$ cat src/design/bfpa_pkg.sv
// Shared constants, codes and types of the best-fit partition allocator.
`timescale 1ns / 1ps

package bfpa_pkg;

  localparam int MAX_PARTITIONS = 16;
  localparam int IDX_W          = $clog2(MAX_PARTITIONS);
  localparam int CNT_W          = $clog2(MAX_PARTITIONS + 1);
  localparam int SIZE_W         = 16;
  localparam int BASE_W         = 16;
  localparam int OWNER_W        = 4;
  localparam int KIND_W         = 2;
  localparam int STATUS_W       = 2;
  localparam int PCOUNT_W       = 5;
  localparam int PADDR_W        = 3;
  localparam int PDATA_W        = 32;
  localparam int S_TDATA_W      = 40;
  localparam int M_TDATA_W      = 40;

  // Register indexes (byte address is 4 * index).
  localparam logic [PADDR_W-3:0] REG_PARTITION_COUNT = '0;

  // Request kinds.
  localparam logic [KIND_W-1:0] REQ_LOAD    = 2'd0;
  localparam logic [KIND_W-1:0] REQ_ALLOC   = 2'd1;
  localparam logic [KIND_W-1:0] REQ_RELEASE = 2'd2;

  // Result status codes.
  localparam logic [STATUS_W-1:0] ST_OK        = 2'd0;
  localparam logic [STATUS_W-1:0] ST_TOO_BIG   = 2'd1;
  localparam logic [STATUS_W-1:0] ST_FULL      = 2'd2;
  localparam logic [STATUS_W-1:0] ST_NOT_FOUND = 2'd3;

  typedef enum logic [1:0] {
    S_IDLE,
    S_SCAN,
    S_DONE
  } state_t;

  // Table update request.
  typedef struct packed {
    logic               load;
    logic               claim;
    logic               free;
    logic [IDX_W-1:0]   idx;
    logic [SIZE_W-1:0]  size;
    logic [BASE_W-1:0]  base;
    logic [OWNER_W-1:0] owner;
  } tbl_wr_t;

  // Registered read of one table entry.
  typedef struct packed {
    logic               busy;
    logic [SIZE_W-1:0]  size;
    logic [BASE_W-1:0]  base;
    logic [OWNER_W-1:0] owner;
  } tbl_rd_t;

endpackage

$ cat src/design/bfpa_table.sv
// Partition table: size, base and owner stores with registered read, and occupied flags.
`timescale 1ns / 1ps

module bfpa_table (
  input  logic                        clk,
  input  logic                        rst,
  input  logic [bfpa_pkg::IDX_W-1:0]  rd_addr,
  output bfpa_pkg::tbl_rd_t           rd,
  input  bfpa_pkg::tbl_wr_t           wr
);

  logic [bfpa_pkg::SIZE_W-1:0]  size_mem  [bfpa_pkg::MAX_PARTITIONS];
  logic [bfpa_pkg::BASE_W-1:0]  base_mem  [bfpa_pkg::MAX_PARTITIONS];
  logic [bfpa_pkg::OWNER_W-1:0] owner_mem [bfpa_pkg::MAX_PARTITIONS];
  logic [bfpa_pkg::MAX_PARTITIONS-1:0] busy;

  // Store writes.
  always_ff @(posedge clk) begin
    if (wr.load) begin
      size_mem[wr.idx] <= wr.size;
      base_mem[wr.idx] <= wr.base;
    end
    if (wr.claim) begin
      owner_mem[wr.idx] <= wr.owner;
    end
  end

  // Occupied flags: a load or a release frees, an allocation claims.
  always_ff @(posedge clk) begin
    if (rst) begin
      busy <= '0;
    end else if (wr.load || wr.free) begin
      busy[wr.idx] <= 1'b0;
    end else if (wr.claim) begin
      busy[wr.idx] <= 1'b1;
    end
  end

  always_ff @(posedge clk) begin
    rd.busy  <= busy[rd_addr];
    rd.size  <= size_mem[rd_addr];
    rd.base  <= base_mem[rd_addr];
    rd.owner <= owner_mem[rd_addr];
  end

endmodule

$ cat src/design/best_fit_partition_allocator.sv
// Top level of the best-fit fixed partition allocator: sequencer, scan unit and ports.
`timescale 1ns / 1ps

// Usage
//   Slave stream (s_*): one request per beat; tuser carries the request kind
//   (load entry, allocate, release), tdata the owner, size, entry index and base.
//   Master stream (m_*): one result beat per request; tuser carries the status,
//   tdata the loaded, chosen or freed entry's index, base and size (zero unless ok).
//   APB port: partition_count at byte address 0, written by the user only while idle.
// Timing
//   A load or an unknown request passes from acceptance to the done state and
//   from there into the output register. Allocate and release walk the entries
//   in use through one registered read port and one compare unit, one entry a
//   cycle; a release stops at the first entry that hits. The next request is
//   accepted the cycle after the result is loaded into the output register, so
//   one request is in work at a time.
// Reset
//   Synchronous, active high: partition_count returns to 0, every entry is
//   marked free and the output holds no beat. Sizes and bases are undefined
//   until loaded, owners until claimed.
// Stall
//   A result waits in the output register while m_tready is low; a finished
//   request holds in the done state and no further request is taken until it moves.

module best_fit_partition_allocator (
  input  logic                              clk,
  input  logic                              rst,
  // request: tdata = owner_id[3:0], request_size[19:4], entry_index[23:20],
  //          entry_base[39:24]
  input  logic                              s_tvalid,
  output logic                              s_tready,
  input  logic [bfpa_pkg::S_TDATA_W-1:0]    s_tdata,
  // request: tuser = req_type[1:0]
  input  logic [bfpa_pkg::KIND_W-1:0]       s_tuser,
  // result: tdata = result_index[3:0], result_base[19:4], result_size[35:20],
  //         zero fill [39:36]
  output logic                              m_tvalid,
  input  logic                              m_tready,
  output logic [bfpa_pkg::M_TDATA_W-1:0]    m_tdata,
  // result: tuser = status[1:0]
  output logic [bfpa_pkg::STATUS_W-1:0]     m_tuser,
  // configuration
  input  logic                              psel,
  input  logic                              penable,
  input  logic                              pwrite,
  input  logic [bfpa_pkg::PADDR_W-1:0]      paddr,
  input  logic [bfpa_pkg::PDATA_W-1:0]      pwdata,
  output logic [bfpa_pkg::PDATA_W-1:0]      prdata,
  output logic                              pready
);

  bfpa_pkg::state_t state, state_next;

  logic [bfpa_pkg::PCOUNT_W-1:0] partition_count;
  logic [bfpa_pkg::CNT_W-1:0]    n_used;

  // latched request
  logic [bfpa_pkg::KIND_W-1:0]  kind;
  logic [bfpa_pkg::OWNER_W-1:0] owner;
  logic [bfpa_pkg::SIZE_W-1:0]  req;
  logic [bfpa_pkg::IDX_W-1:0]   eidx;
  logic [bfpa_pkg::BASE_W-1:0]  ebase;

  // scan state
  logic [bfpa_pkg::CNT_W-1:0]   cnt;
  logic                         eval_vld;
  logic [bfpa_pkg::IDX_W-1:0]   eval_idx;
  logic [bfpa_pkg::SIZE_W-1:0]  largest;
  logic                         found;
  logic [bfpa_pkg::IDX_W-1:0]   best_idx;
  logic [bfpa_pkg::SIZE_W-1:0]  best_size;
  logic [bfpa_pkg::BASE_W-1:0]  best_base;

  bfpa_pkg::tbl_rd_t rd;
  bfpa_pkg::tbl_wr_t wr;

  logic in_fire, done_fire, issue, cnt_full, scan_end, is_rel, is_alloc;
  logic cand, hit;

  logic [bfpa_pkg::STATUS_W-1:0] fin_status;
  logic [bfpa_pkg::IDX_W-1:0]    fin_idx;
  logic [bfpa_pkg::SIZE_W-1:0]   fin_size;
  logic [bfpa_pkg::BASE_W-1:0]   fin_base;

  // ---------------------------------------------------------------- config
  assign pready = 1'b1;
  assign prdata = bfpa_pkg::PDATA_W'(partition_count);

  always_ff @(posedge clk) begin
    if (rst) begin
      partition_count <= '0;
    end else if (psel && penable && pwrite && pready &&
                 paddr[bfpa_pkg::PADDR_W-1:2] == bfpa_pkg::REG_PARTITION_COUNT) begin
      partition_count <= pwdata[bfpa_pkg::PCOUNT_W-1:0];
    end
  end

  // Clamp the entry count to the table depth.
  assign n_used = (partition_count > bfpa_pkg::PCOUNT_W'(bfpa_pkg::MAX_PARTITIONS)) ?
                  bfpa_pkg::CNT_W'(bfpa_pkg::MAX_PARTITIONS) :
                  bfpa_pkg::CNT_W'(partition_count);

  // ---------------------------------------------------------------- control
  assign is_rel   = (kind == bfpa_pkg::REQ_RELEASE);
  assign is_alloc = (kind == bfpa_pkg::REQ_ALLOC);
  assign cnt_full = (cnt >= n_used);
  assign scan_end = !eval_vld && (cnt_full || (is_rel && found));

  always_comb begin
    state_next = state;
    unique case (state)
      bfpa_pkg::S_IDLE: begin
        if (s_tvalid) begin
          if (s_tuser == bfpa_pkg::REQ_ALLOC || s_tuser == bfpa_pkg::REQ_RELEASE) begin
            state_next = bfpa_pkg::S_SCAN;
          end else begin
            state_next = bfpa_pkg::S_DONE;
          end
        end
      end
      bfpa_pkg::S_SCAN: begin
        if (scan_end) begin
          state_next = bfpa_pkg::S_DONE;
        end
      end
      bfpa_pkg::S_DONE: begin
        if (!m_tvalid || m_tready) begin
          state_next = bfpa_pkg::S_IDLE;
        end
      end
      default: state_next = bfpa_pkg::S_IDLE;
    endcase
  end

  always_comb begin
    s_tready  = 1'b0;
    issue     = 1'b0;
    done_fire = 1'b0;
    unique case (state)
      bfpa_pkg::S_IDLE: s_tready  = 1'b1;
      bfpa_pkg::S_SCAN: issue     = !cnt_full && !(is_rel && (found || hit));
      bfpa_pkg::S_DONE: done_fire = !m_tvalid || m_tready;
      default: ;
    endcase
  end

  assign in_fire = s_tvalid && s_tready;

  always_ff @(posedge clk) begin
    if (rst) begin
      state <= bfpa_pkg::S_IDLE;
    end else begin
      state <= state_next;
    end
  end

  // ---------------------------------------------------------------- scan unit
  // One entry read per cycle; its data is judged the following cycle.
  assign cand = !rd.busy && (rd.size >= req) && (!found || rd.size < best_size);
  assign hit  = eval_vld && is_rel && !found && rd.busy && (rd.owner == owner);

  always_ff @(posedge clk) begin
    if (rst) begin
      eval_vld <= 1'b0;
    end else begin
      eval_vld <= issue;
    end
  end

  always_ff @(posedge clk) begin
    if (in_fire) begin
      kind    <= s_tuser;
      owner   <= s_tdata[3:0];
      req     <= s_tdata[19:4];
      eidx    <= s_tdata[23:20];
      ebase   <= s_tdata[39:24];
      cnt     <= '0;
      largest <= '0;
      found   <= 1'b0;
    end else begin
      eval_idx <= cnt[bfpa_pkg::IDX_W-1:0];
      if (issue) begin
        cnt <= cnt + 1'b1;
      end
      if (eval_vld && is_alloc) begin
        if (rd.size > largest) begin
          largest <= rd.size;
        end
        if (cand) begin
          found     <= 1'b1;
          best_idx  <= eval_idx;
          best_size <= rd.size;
          best_base <= rd.base;
        end
      end
      if (hit) begin
        found     <= 1'b1;
        best_idx  <= eval_idx;
        best_size <= rd.size;
        best_base <= rd.base;
      end
    end
  end

  bfpa_table u_table (
    .clk     (clk),
    .rst     (rst),
    .rd_addr (cnt[bfpa_pkg::IDX_W-1:0]),
    .rd      (rd),
    .wr      (wr)
  );

  // ---------------------------------------------------------------- result
  // Too-big is judged against the largest entry in use, before fit.
  always_comb begin
    fin_status = bfpa_pkg::ST_NOT_FOUND;
    fin_idx    = best_idx;
    fin_size   = best_size;
    fin_base   = best_base;
    case (kind)
      bfpa_pkg::REQ_LOAD: begin
        fin_status = bfpa_pkg::ST_OK;
        fin_idx    = eidx;
        fin_size   = req;
        fin_base   = ebase;
      end
      bfpa_pkg::REQ_ALLOC: begin
        if (n_used == '0) begin
          fin_status = bfpa_pkg::ST_FULL;
        end else if (req > largest) begin
          fin_status = bfpa_pkg::ST_TOO_BIG;
        end else if (found) begin
          fin_status = bfpa_pkg::ST_OK;
        end else begin
          fin_status = bfpa_pkg::ST_FULL;
        end
      end
      bfpa_pkg::REQ_RELEASE: begin
        fin_status = found ? bfpa_pkg::ST_OK : bfpa_pkg::ST_NOT_FOUND;
      end
      default: fin_status = bfpa_pkg::ST_NOT_FOUND;
    endcase
  end

  // Commit the table update together with the result beat.
  always_comb begin
    wr.load  = done_fire && (kind == bfpa_pkg::REQ_LOAD);
    wr.claim = done_fire && is_alloc && (fin_status == bfpa_pkg::ST_OK);
    wr.free  = done_fire && is_rel && (fin_status == bfpa_pkg::ST_OK);
    wr.idx   = fin_idx;
    wr.size  = req;
    wr.base  = ebase;
    wr.owner = owner;
  end

  always_ff @(posedge clk) begin
    if (rst) begin
      m_tvalid <= 1'b0;
    end else if (done_fire) begin
      m_tvalid <= 1'b1;
    end else if (m_tready) begin
      m_tvalid <= 1'b0;
    end
  end

  // Zero the payload unless the status is ok.
  always_ff @(posedge clk) begin
    if (done_fire) begin
      m_tuser <= fin_status;
      if (fin_status == bfpa_pkg::ST_OK) begin
        m_tdata <= {4'b0, fin_size, fin_base, fin_idx};
      end else begin
        m_tdata <= '0;
      end
    end
  end

`ifndef SYNTHESIS
  a_eval_in_scan: assert property (@(posedge clk) disable iff (rst)
    eval_vld |-> state == bfpa_pkg::S_SCAN)
    else $error("entry judged outside a scan");

  a_cnt_bound: assert property (@(posedge clk) disable iff (rst)
    state == bfpa_pkg::S_SCAN |-> cnt <= n_used)
    else $error("scan index beyond entries in use");

  a_fail_zero: assert property (@(posedge clk) disable iff (rst)
    (m_tvalid && m_tuser != bfpa_pkg::ST_OK) |-> m_tdata == '0)
    else $error("failed result carries payload");

  a_rel_stop: assert property (@(posedge clk) disable iff (rst)
    (state == bfpa_pkg::S_SCAN && is_rel && found) |-> !issue)
    else $error("release scan continues after a hit");

  a_one_at_a_time: assert property (@(posedge clk) disable iff (rst)
    in_fire |=> !s_tready)
    else $error("second request taken while one is in work");
`endif

endmodule

$ cat config.mk
export PLATFORM = sky130hd
export DESIGN_NAME = best_fit_partition_allocator
export DESIGN_NICKNAME = d
export VERILOG_FILES = /design/src/design/bfpa_pkg.sv /design/src/design/bfpa_table.sv /design/src/design/best_fit_partition_allocator.sv
export SDC_FILE = /design/constraint.sdc
export NUM_CORES = 1
export LEC_CHECK = 0
export ABC_AREA = 1
export BUFFER_PORTS_ARGS = -buffer_cell sky130_fd_sc_hd__buf_2
export CAP_MARGIN = 20
export CORE_MARGIN = 3
export CORE_UTILIZATION = 55
export CTS_CLUSTER_DIAMETER = 30
export DETAILED_ROUTE_END_ITERATION = 10
export PLACE_DENSITY = 0.75
export SYNTH_ARGS = -nofsm -noshare
export SYNTH_HDL_FRONTEND = slang
export SYNTH_SLANG_ARGS = --single-unit
$ cat constraint.sdc
create_clock -name clk -period 4.7 [get_ports clk]
set_input_delay 0.94 -clock clk [delete_from_list [all_inputs] [get_ports clk]]
set_output_delay 0.94 -clock clk [all_outputs]
set_load 0.02 [all_outputs]
Yosys cells after proc, flatten, opt, wreduce, memory -nomap -nowiden
Memories as Yosys holds them, arrays and structs flattened. A register that Yosys moved wholly into a read port is not among the register bits.
Index checks and enable logic that the tools add are counted.

word-level totals
  memory bits (writable) = 576
  output and inout port bits = 77
  word-level logic and storage cells = 135
  bits of input ports = 84
  memories = 3
  bits in registers = 172

cells by class
  reduce and logical (&&, ||, !) cells = 45
  equal/unequal tests = 10
  mux-type cells = 41
  $add $sub $neg = 1
  bitwise gates (word level) = 5
  order comparisons = 9

memories
  memory             words  bits a word  read ports  clocked after memory_dff  wr ports  line              text
  u_table.base_mem   16     16           1           1                         1         bfpa_table.sv:13  logic [bfpa_pkg::BASE_W-1:0] base_mem [bfpa_pkg::MAX_PARTITIONS];
  u_table.size_mem   16     16           1           1                         1         bfpa_table.sv:12  logic [bfpa_pkg::SIZE_W-1:0] size_mem [bfpa_pkg::MAX_PARTITIONS];
  u_table.owner_mem  16     4            1           1                         1         bfpa_table.sv:14  logic [bfpa_pkg::OWNER_W-1:0] owner_mem [bfpa_pkg::MAX_PARTITIONS];

operator list
  cell                                                number
  two-way mux 16 bit                                  10
  > comparator 16 bit                                 2
  logical AND 1 bit                                   21
  AND 16 bit                                          1
  greater-or-equal comparator 16 bit                  1
  < comparator 16 bit                                 1
  two-way mux 2 bit                                   8
  two-way mux 4 bit                                   4
  NOT 16 bit                                          1
  bitwise OR 16 bit                                   1
  two-way mux 1 bit                                   14
  one-hot mux 2 bit (3 select lines)                  2
  < comparator 4 x 5 -> 1 bit, second input constant  2
  nonzero test 2 bit                                  4
  == test 2 x 1 -> 1 bit, second input constant       3
  == test 2 bit, second input constant                3
  zero test 1 bit                                     6
  zero test 2 bit                                     3
  logical OR 1 bit                                    6
  != test 2 bit, second input constant                3
  AND reduction 3 bit                                 2
  adder 5 x 1 -> 5 bit, second input constant         1
  greater-or-equal comparator 5 bit                   1
  > comparator 5 bit, second input constant           1
  other kinds (8)                                     10

Longest topological paths before layout
  word-level depth = 10
  depth in mapped cells = 20
  gate-level depth less buffers = 19

Modules after synthesis
Synthesis repeated with hierarchy kept, for this count alone.

unflattened totals
  cell total of the unflattened synthesis = 3310
  area total of the unflattened synthesis = 34229.1 um^2

by module, submodules not included
  module                        sequential area each (um^2)  cells an instance  area each (um^2)  times used
  bfpa_table                    18357.6                      2540               26469.1           1
  best_fit_partition_allocator  4224.1                       770                7759.9            1

Least setup slack after synthesis
OpenSTA, ideal clock, no wires.

  path type = input -> register
  start = input port s_tvalid
  end = register best_base[0] (netlist name) (enable)
  setup time = 0.609 ns
  arrival time = 4.328 ns
  required time = 4.091 ns
  slack = -0.238 ns
  buffers on the path = 0
  stages on the path = 3
  path through = inv_1 -> nor2_1 -> a21oi_1

between the ends
  longest elaborated chain between the ends = 3

RTL lines
  element                        line                                 text
  start, declared                best_fit_partition_allocator.sv:30   input logic s_tvalid,
  logical AND 1 bit              best_fit_partition_allocator.sv:147  assign in_fire = s_tvalid && s_tready;
  named net in_fire              best_fit_partition_allocator.sv:77   logic in_fire, done_fire, issue, cnt_full, scan_end, is_rel, is_alloc;
  NOT 1 bit (no line)            --
  AND reduction 3 bit (no line)  --
  end signal, assigned           best_fit_partition_allocator.sv:193  best_base <= rd.base;
  end signal, assigned           best_fit_partition_allocator.sv:200  best_base <= rd.base;
  end, declared                  best_fit_partition_allocator.sv:72   logic [bfpa_pkg::BASE_W-1:0] best_base;

The timed path passes the listed nets, and every way through them passes these cells.
A chain may end at the register's enable or synchronous reset.

Final worst setup path
  start = register req[3] (netlist name)
  end = register best_base[13] (netlist name) (enable)

between the ends
  longest elaborated chain between the ends = 5

RTL lines
  element                             line                                 text
  start, declared                     best_fit_partition_allocator.sv:60   logic [bfpa_pkg::SIZE_W-1:0] req;
  start signal, assigned              best_fit_partition_allocator.sv:174  req <= s_tdata[19:4];
  greater-or-equal comparator 16 bit  best_fit_partition_allocator.sv:159  assign cand = !rd.busy && (rd.size >= req) && (!found || rd.size < best_size);
  logical AND 1 bit (2 in series)     best_fit_partition_allocator.sv:159
  nonzero test 2 bit (no line)        --
  AND reduction 3 bit (no line)       --

No other way between the ends.

==> impl_metrics.csv <==
group,metric,value,unit
floorplanning,rows,87,
timing,rsz0062_at_grt,"no",
clock_tree,cts_resized,0,
route,drtIter0Drc,2267,
worst_setup_path,critPathKind,"reg2reg",
global_route,first_global_vias,21213,
route,firstDrtPassIters,6,
global_route,grt-busiest-layer,"met2",
outcome,outcome,"completed",
synth,avgSynthCellArea,12.38,um2
clock_tree,postCtsSetupBuffers,0,
synth,synthesis.area,31560,um2
cells_and_area,area_delta_synth_final,17.91,%
placement,finalWeightedCongestion,0.8841,
global_route,track_usage,26.00,%
placement,place.detailed.instances,3302,
synth,yosys.cell_types.count,44,
timing,hold-worst-slack,0.3919,ns
worst_setup_path,crit_required,5.09,ns
worst_setup_path,arrival,3.79,ns
synth,synthCells,2550,
placement,dp_slack,1.189,ns
timing,fmax,294.2,MHz
floorplanning,io_pins,161,
clock_tree,tritoncts,"yes",
cells_and_area,final_nets,2833,
global_route,grtUsageMet3,6.368,%
timing,worst_slew_pin_slew,1.178,ns
timing,hold_violations,0,
timing,setup_slack,1.301,ns
clock_tree,cts_buffers,132,
timing,clock-skew-final,0.03303,ns
clock_tree,cts_buffer_depth,3,
timing,max_slew_margin,21.34,%
min_path,hold_path.class,"reg2reg",
clock_tree,root_buffer,"clkbuf_16",
global_route,grt_use_met2,41.88,%
pwr,power.density,512.9,nW/um2
global_route,overflow,0,
floorplanning,dieArea,60290,um2
synth,ys_seq_elements,780,
floorplanning,core,56600,um2
route,via_count,21140,
clock_tree,path_clk_slew,0.06,ns
route,remaining_drc_errors,0,
floorplanning,die_w,245.5,um
worst_setup_path,cp_max_fo,21,
route,via_per_inst,5.962,
clock_tree,cts.sink_count,780,
floorplanning,start_util,55.75,%
timing,finalCritPeriodShare,72.33,%
cells_and_area,finalNonFillerCells,3546,
route,post_drt_wl_per_cell,22.08,um
flow_run,max_cap_viol_count,0,
timing,layout_min_cycle_time,3.399,ns
cells_and_area,drive_gt1_share,14.92,%
placement,hpwlAfterDp,40450,um
pwr,ir_drop,0.3673,mV
synth,ys_seq_area_share,71.56,%
clock_tree,htreeDepth,4,
placement,port_buffers,99,
clock_tree,cts_hold_buf,0,
pwr,leakage,13.31,nW
synth,yosysWarnings,0,
worst_setup_path,start_kind,"flop",
global_route,grt_max_degree,235,
route,ant_nets,0,
route,wl,78300,um
clock_tree,clk_latency,0.72,ns
global_route,antenna_found_initial,1,
floorplanning,die_h,245.5,um
global_route,grt_pass1_wl,118500,um
worst_setup_path,critPathCaptureType,"flop",
cells_and_area,fin_util,65.74,%
timing,fin_tns_setup,0,ns
timing,finalSetupViolCount,0,
timing,slew_viol_final,0,
global_route,met1_usage,33.06,%
-- Yosys cell counts, drive strengths merged --
cell type / n / share of area, %
or2: 2 / 0.040
nor3b: 2 / 0.048
o22ai: 85 / 1.7
nor3: 7 / 0.14
o211ai: 15 / 0.36
nand2: 204 / 2.5
edfxtp: 696 / 66
xor2: 3 / 0.083
a311o: 1 / 0.032
dfxtp: 84 / 5.3
conb: 2 / 0.024
inv: 160 / 1.9
a211oi: 17 / 0.42
a21oi: 82 / 1.3
o21bai: 1 / 0.024
nand3: 71 / 1.2
nor2: 430 / 5.2
buf: 75 / 1.6
a221oi: 1 / 0.028
ha: 69 / 2.7
o221ai: 59 / 1.6
a21o: 1 / 0.024
o31ai: 1 / 0.024
clkbuf: 98 / 1.2
a21boi: 2 / 0.048
o21ai: 356 / 5.7
xnor2: 1 / 0.028
nand4: 23 / 0.46
nor4: 2 / 0.059
-- where the power goes --
group          internal, mW  switching, mW
combinational         0.457           1.10
clock                  6.03           3.38
sequential             7.86          0.258
-- layout make-up --
| cell class | count | area [um2] |
|---|---|---|
| Sequential cell | 780 | 22590 |
| Fill cell | 3934 | 19390 |
| Multi-Input combinational cell | 1467 | 7774 |
| Clock buffer | 159 | 3578 |
| Tap cell | 756 | 945.9 |
| Clock inverter | 84 | 864.6 |
| Timing Repair Buffer | 139 | 845.8 |
| Inverter | 160 | 609.3 |
| Antenna cell | 1 | 2.502 |
-- kinds of logic after synthesis --
logic type               count (synthesis)  synth area share (%)
adder cells (fa/ha/maj)                 69                 2.736
XOR/XNOR                                 4                0.1110
flip-flops                             780                 71.56
AO/OA/AOI/OAI                          621                 11.30
other                                    2               0.02380
AND/OR/NAND/NOR                        741                 9.623
buffers and inverters                  333                 4.655
-- metal layers --
layer	part of all wire (%)	vias to the layer above
met1	38	10262
li1	-	9481
met5	0	-
met2	48	1151
met4	4.0	0
met3	9.5	246
-- stage by stage --
| step | area [um2] | total power, mW |
|---|---|---|
| after floorplan | 31670 | 9.235 |
| after global placement | 32770 | 9.671 |
| after detailed placement | 32770 | 9.762 |
| after CTS | 37210 | 19.18 |
| after global routing | 37210 | 19.72 |
| final | 37210 | 19.09 |
-- registers in the layout (all words and copies together) (netlist names), named ones only --
name               count
best_size             16
m_tuser                2
best_idx               4
kind                   2
req                   16
u_table.rd            37
ebase                 16
found                  1
eval_vld               1
u_table.base_mem     256
best_base             16
eidx                   4
eval_idx               4
partition_count        5
owner                  4
cnt                    5
state                  2
m_tvalid               1
u_table.size_mem     256
u_table.owner_mem     64
largest               16
m_tdata               36
-- path summary, 6_finish.rpt --
kind | start | slack [ns] | cells past startpoint | endpoint
max reg2reg | req[3] | 1.30 | 11 | best_base[13]
min reg2reg | u_table.rd[15] | 0.39 | 0 | best_base[11]
min | u_table.rd[15] | 0.39 | 0 | best_base[11]
max | req[3] | 1.30 | 11 | best_base[13]
-- placed cells by master, fill, tap and decap left out, drive strengths merged, types with 2 or more instances in the layout --
cell type	instances
nor3	7
o21ai	356
a21boi	2
o211ai	15
clkinvlp	15
edfxtp	696
or2	2
nor2	430
nand2	204
nand3	71
o221ai	59
buf	139
ha	69
inv	176
dfxtp	84
clkbuf	159
xor2	3
nor4	2
clkinv	43
a211oi	17
nand4	23
conb	32
nor3b	2
a21oi	82
bufinv	10
o22ai	85
-- worst max-delay path, stage by stage, from the launching register on --
cell and delay (ns):
edfxtp_1 0.77, inv_1 0.16, ha_1 0.34, nand2_1 0.07, o21ai_0 0.17, nand2_1 0.07
o211ai_1 0.12, nand2_1 0.08, nand3_1 0.17, nand3_1 0.15, a21oi_4 0.68, buf_12 0.29
Power figures use the tool's default switching activity.
